===== src/tcw_pkg.sv =====
// ----------------------------------------------------------------------------
// tcw_pkg
// Shared types and constants of the text console writer: item and result
// payloads, item kinds, character codes and the controller/datapath links.
// ----------------------------------------------------------------------------
package tcw_pkg;

  localparam int unsigned KIND_W = 2;
  localparam int unsigned CH_W   = 8;
  localparam int unsigned ROW_W  = 5;
  localparam int unsigned COL_W  = 7;
  localparam int unsigned POS_W  = 11;
  localparam int unsigned CELL_W = 16;

  localparam logic [KIND_W-1:0] KIND_PUT  = 2'd0;
  localparam logic [KIND_W-1:0] KIND_SET  = 2'd1;
  localparam logic [KIND_W-1:0] KIND_READ = 2'd2;

  localparam logic [CH_W-1:0]   CH_NEWLINE   = 8'd10;
  localparam logic [CH_W-1:0]   CH_BACKSPACE = 8'd8;
  localparam logic [CH_W-1:0]   TEXT_ATTR    = 8'h0F;
  localparam logic [CELL_W-1:0] BLANK_RESET  = 16'h0720;
  localparam logic [CELL_W-1:0] BLANK_WRITE  = 16'h0F20;

  typedef struct packed {
    logic [KIND_W-1:0] kind;
    logic [CH_W-1:0]   ch;
    logic [ROW_W-1:0]  row;
    logic [COL_W-1:0]  col;
  } item_t;

  typedef struct packed {
    logic [ROW_W-1:0]  cursor_row;
    logic [COL_W-1:0]  cursor_col;
    logic [POS_W-1:0]  cursor_pos;
    logic [CELL_W-1:0] cell_value;
  } result_t;

  // controller -> datapath
  typedef struct packed {
    logic latch;      // capture the incoming item
    logic exec;       // cell write/read and cursor update
    logic clr_step;   // one cell of the power-up clear
    logic scrl_step;  // one cell of the bottom-row blanking
  } dp_cmd_t;

  // datapath -> controller
  typedef struct packed {
    logic clr_last;
    logic scrl_last;
    logic need_scroll;
  } dp_status_t;

endpackage


===== src/tcw_ctrl.sv =====
// ----------------------------------------------------------------------------
// tcw_ctrl
// Sequencer of the console: power-up clear sweep, item execution, bottom-row
// blanking on scroll, and the one-cycle result strobe.
// ----------------------------------------------------------------------------
module tcw_ctrl (
  input  logic                clk_i,
  input  logic                rst_ni,
  input  logic                start,
  output logic                busy,
  output logic                done_o,
  input  tcw_pkg::dp_status_t status_i,
  output tcw_pkg::dp_cmd_t    cmd_o
);

  typedef enum logic [4:0] {
    ST_CLEAR  = 5'b00001,
    ST_IDLE   = 5'b00010,
    ST_EXEC   = 5'b00100,
    ST_SCROLL = 5'b01000,
    ST_RESP   = 5'b10000
  } state_e;

  state_e state_q, state_d;

  always_comb begin
    state_d = state_q;
    cmd_o   = '0;
    done_o  = 1'b0;
    unique case (state_q)
      ST_CLEAR: begin
        cmd_o.clr_step = 1'b1;
        if (status_i.clr_last) state_d = ST_IDLE;
      end
      ST_IDLE: begin
        if (start) begin
          cmd_o.latch = 1'b1;
          state_d     = ST_EXEC;
        end
      end
      ST_EXEC: begin
        cmd_o.exec = 1'b1;
        state_d    = status_i.need_scroll ? ST_SCROLL : ST_RESP;
      end
      ST_SCROLL: begin
        cmd_o.scrl_step = 1'b1;
        if (status_i.scrl_last) state_d = ST_RESP;
      end
      ST_RESP: begin
        done_o  = 1'b1;
        state_d = ST_IDLE;
      end
      default: state_d = ST_IDLE;
    endcase
  end

  assign busy = (state_q != ST_IDLE);

  always_ff @(posedge clk_i or negedge rst_ni) begin
    if (!rst_ni) begin
      state_q <= ST_CLEAR;
    end else begin
      state_q <= state_d;
    end
  end

endmodule


===== config.mk =====
export PLATFORM = sky130hd
export DESIGN_NAME = tcw_ctrl
export DESIGN_NICKNAME = d
export VERILOG_FILES = /design/src/tcw_pkg.sv /design/src/tcw_ctrl.sv
export SDC_FILE = /design/constraint.sdc
export NUM_CORES = 1
export LEC_CHECK = 0
export ABC_AREA = 1
export BUFFER_PORTS_ARGS = -buffer_cell sky130_fd_sc_hd__buf_2
export CAP_MARGIN = 20
export CORE_AREA = 2 2 39 41
export DETAILED_ROUTE_END_ITERATION = 16
export DIE_AREA = 0 0 41 43
export GPL_TIMING_DRIVEN = 0
export MAX_ROUTING_LAYER = met4
export PLACE_DENSITY_LB_ADDON = 0.08
export SYNTH_ARGS = -nofsm -noshare
export SYNTH_HDL_FRONTEND = slang
export SYNTH_SLANG_ARGS = --single-unit

===== constraint.sdc =====
create_clock -name clk_i -period 2 [get_ports clk_i]
set_clock_uncertainty 0.05 [all_clocks]
set_input_delay 0.2 -clock clk_i [delete_from_list [all_inputs] [get_ports clk_i]]
set_output_delay 0.2 -clock clk_i [all_outputs]
set_load 0.01 [all_outputs]

## Word-level counts from Yosys, hierarchy flattened

Cells that the tools add are included.

| word-level totals | value |
|---|---|
| flip-flop bits (word level) | 5 |
| input port bits | 6 |

| operators by class | value |
|---|---|
| eq/ne operators | 9 |
| multiplexer cells | 11 |
| reductions and logical operators | 1 |

Operator list:

| cell | count |
|---|---|
| $mux 5 | 4 |
| $pmux 5 s4 | 1 |
| $mux 1 | 6 |
| $ne 2x2->1 const B | 3 |
| $eq 5x1->1 const B | 1 |
| $eq 5x2->1 const B | 1 |
| $eq 5x3->1 const B | 1 |
| $eq 5x4->1 const B | 1 |
| $eq 5x5->1 const B | 1 |
| $ne 5x2->1 const B | 1 |
| $reduce_and 3->1 | 1 |

## Longest topological paths before layout

| depth | value |
|---|---|
| depth in word-level cells | 3 |
| mapped depth | 6 |

## Worst setup path before layout

OpenSTA, ideal clock, no wires.

| timing path | value |
|---|---|
| path kind | reg-to-output |
| start | register state_q[2] |
| end | output port done_o |
| arrival | 0.971 ns |
| path slack | 0.779 ns |
| cell stages (with the launch flop) | 4 |
| cell sequence | dfrtp_1 nor2_2 inv_1 nor4_1 |

| on the way | value |
|---|---|
| longest elaborated chain between the ends | 2 |

Ends and longest elaborated chain:

| item | RTL line | text |
|---|---|---|
| from (decl) | tcw_ctrl.sv:24 | `state_e state_q, state_d;` |
| from (signal assigned) | tcw_ctrl.sv:63 | `state_q <= state_d;` |
| $eq 5x5->1 | tcw_ctrl.sv:30 | `unique case (state_q)` |
| $mux 1 | tcw_ctrl.sv:30 |  |
| to (decl) | tcw_ctrl.sv:11 | `output logic done_o,` |

No other way between the ends.

## Worst setup path after layout

Ends and elaborated chain as after synthesis.

==> run summary <==
- **result of the run** completed
- **gate count after technology mapping** 42
- **DRC errors left** 0
- **Total Neg Setup Slack** 0 ns
- **final number of hold-violating endpoints** 0
- **biggest regs** state_q x5
- **depth of the worst hold-timing path** 3
- **flip-flop count of the largest register after layout** 5
- **area share of the largest cell type after synthesis** 32.92%
- **WP depth** 4
- **summed instance area of the synthesized netlist** 304.0 sq um
- **Critical Path Slowest Stage Cell** sky130_fd_sc_hd__dfrtp_1
- **Post-CTS Hold Buffers** 1
- **most area-consuming cells after synthesis** sky130_fd_sc_hd__dfrtp_1 (33%), sky130_fd_sc_hd__inv_1 (14%), sky130_fd_sc_hd__dfstp_2 (8.6%), sky130_fd_sc_hd__nor2_2 (8.2%), sky130_fd_sc_hd__nor2_1 (7.4%)
- **final clock period utilization by the worst path** 74.45%
- **post-CTS setup buffer count** 0
- **Synth async-reset ratio** 100.0%
- **Largest Register** state_q
- **Avg Vias per Cell** 4.122
- **main combinational cell family by area after synthesis** simple AND/OR/NAND/NOR gates
- **final setup violating endpoints** 0
- **standby leakage power** 0.0002608 uW
- **critical path peak fanout** 4
- **fraction of the core area covered by cells at the end of the flow** 30.02%
- **clock tree from TritonCTS** yes
- **simple-gate portion of the synthesized area** 40.33%
- **setup repair after global routing missed its margin** no
- **Die Width** 41 um
- **gr ovfl total** 0
- **worst path required time** 1.75 ns
- **maximum clock rate** 0.6716 GHz
- **register area share after synthesis** 41.56%
- **final estimated routing congestion in global placement** 0.6427
- **vias after detailed routing** 305
- **cells on worst reg2reg path** 4
- **post-route minimum period** 1.489 ns
- **combined buffer and inverter count along the critical path** 2
- **Worst slew margin** 86.08%
- **Netlist cell types** 12
- **H-tree level count** 1
- **syn_nets** 48
- **WL final** 587 um
- **top-count cell post-synth** sky130_fd_sc_hd__inv_1
- **number of fill cells** 168
- **Post-Place Cell Area** 379.1 sq um
- **final std cell area, no fill** 415.4 sq um
- **max_cap viols** 0
- **xor-xnor portion of the synthesized cell area** 0%
- **overall power consumption** 473.2 uW
- **layout net count** 65
- **Total Routing Usage GR** 9.326%
- **fraction of final layout cells with drive strength greater than 1** 37.93%
- **cell class contributing the biggest share of worst-path delay** flip-flops
- **Worst VDD drop** 0.3389 mV
- **Die Height** 43 um
- **top cell type by total area after synthesis** sky130_fd_sc_hd__dfrtp_1
- **Worst path max stage delay** 0.39 ns
- **first-pass GRT wire length** 1.069 mm
- **placement row count** 14
- **number of antenna violations at the first check in global routing** 0
- **detailed placement HPWL** 512.4 um
- **worst slew pin tran** 0.2068 ns
- **Clock Tree Root** sky130_fd_sc_hd__clkbuf_4
- **vias in the first global route** 294
- **count of cells resized by post-cts repair** 0
- **Worst setup SP type** flip-flop
- **# IOs** 12
- **Critical Path, Cell by Cell** nor2_2, inv_1, nor4_1, buf_2
- **number of synthesized register bits** 5
- **HP Class** in2reg
- **Worst setup EP type** primary output
- **DRT antenna net count** 0
- **leading register cell type out of synthesis** sky130_fd_sc_hd__dfrtp_1
- **placeable core area** 1384 sq um
- **count of inserted antenna diode cells** 0
- **sinks on the clock net** 5
- **critical path class** reg2out
- **starting density of the core** 21.97%
- **insertion delay of the later-clocked pin in the worst-skew pair** 0.24 ns
- **Max Slew Vio Count** 0
- **maximum number of pins on one net before global-route repair** 7
- **clock transition at the register clock pins on the worst setup and hold paths after CTS** 0.04 ns
- **adder-cell area share of the yosys netlist** 0%
- **R2R Setup Slk** 0.89 ns
- **TritonCTS buffer count** 3
- **number of enable flip-flop cells after synthesis** 0
- **die area** 1763 sq um
- **top cell types by occurrence after synthesis** sky130_fd_sc_hd__inv_1 (11), sky130_fd_sc_hd__nor2_1 (6), sky130_fd_sc_hd__dfrtp_1 (4), sky130_fd_sc_hd__nand2_1 (4), sky130_fd_sc_hd__nor2_2 (4)
- **Routed WL per cell** 7.932 um
- **complex-gate fraction of the synthesized area** 3.292%
- **count of yosys warnings during synthesis** 0
- **clock tree buffer depth** 2
- **Pre-Repair DR Iteration Count** 4
- **area delta synth->final** 36.63%
- **power density cells** 1139 nW/um^2
- **number of port buffers** 11
- **data arrival at the endpoint of the critical path** 1.24 ns
- **syn avg cell area** 7.239 sq um
- **DR iter-0 viols** 3
- **multiplexer share of the synthesized area** 0%
-- final cells by class --
class	count	area, sq um	area share (%)
clock buffer	4	26.28	6.325
inverter	12	45.04	10.84
multi-input combinational	25	132.6	31.93
sequential	5	126.4	30.42
tap	16	20.02	4.819
timing repair buffer	12	65.06	15.66
-- stage by stage --
stage / hold slack, ns / cells / worst slack, ns
final: 0.1221 / 74 / 0.5109
after global placement: -0.02742 / 69 / 0.7297
after global routing: 0.1336 / 74 / 0.3734
after detailed placement: -0.03009 / 69 / 0.7456
after CTS: 0.1165 / 74 / 0.4834
after floorplan: -0.1456 / 42 / 0.7793
-- placed cells by master (no fill, tap or decap) --
master | Yosys | final
sky130_fd_sc_hd__inv_1 | 11 | 11
sky130_fd_sc_hd__buf_2 | 0 | 11
sky130_fd_sc_hd__nor2_1 | 6 | 6
sky130_fd_sc_hd__nor2_2 | 4 | 4
sky130_fd_sc_hd__nand2_1 | 4 | 4
sky130_fd_sc_hd__dfrtp_1 | 4 | 4
sky130_fd_sc_hd__nand3_1 | 3 | 3
sky130_fd_sc_hd__nand4_1 | 3 | 3
sky130_fd_sc_hd__clkbuf_4 | 0 | 3
sky130_fd_sc_hd__nand3_2 | 2 | 2
sky130_fd_sc_hd__o21ai_1 | 2 | 2
sky130_fd_sc_hd__inv_2 | 1 | 1
sky130_fd_sc_hd__nor4_1 | 1 | 1
sky130_fd_sc_hd__clkbuf_1 | 0 | 1
sky130_fd_sc_hd__dlygate4sd3_1 | 0 | 1
sky130_fd_sc_hd__dfstp_2 | 1 | 1
-- routing by layer --
metal | vias to the layer above | global-route usage [%] | share of wire, % | wire (um)
met5 | - | - | 0 | 0
met2 | 8 | 12.81 | 47 | 274
li1 | 161 | - | - | -
met3 | 0 | 1.571 | 6.8 | 40
met1 | 136 | 11.18 | 46 | 271
met4 | 0 | 8.000 | 0 | 0
-- worst paths after layout --
path	startpoint	end
max	state_q[2]	done_o
min	status_i[0]	state_q[3]
max reg2reg	state_q[2]	state_q[4]
min reg2reg	state_q[4]	state_q[0]
max in group asynchronous	rst_ni	state_q[0]
min in group asynchronous	rst_ni	state_q[3]
-- tightest hold or removal path, delay by kind of cell --
family / cells / cell delay, ns
simple gates: 2 / 0.09
buf+inv: 1 / 0.09
-- kinds of logic after synthesis --
kind of cell           Yosys count
AO/OA/AOI/OAI                    2
AND/OR/NAND/NOR                 23
buffers and inverters           12
flip-flops                       5
-- where the power goes --
| part | total [uW] | internal [uW] | switching (uW) |
|---|---|---|---|
| logic | 211 | 80.8 | 130 |
| clock network | 113 | 75.2 | 38.0 |
| registers | 149 | 127 | 21.8 |
Note: power is estimated with default switching activity, not from simulation.
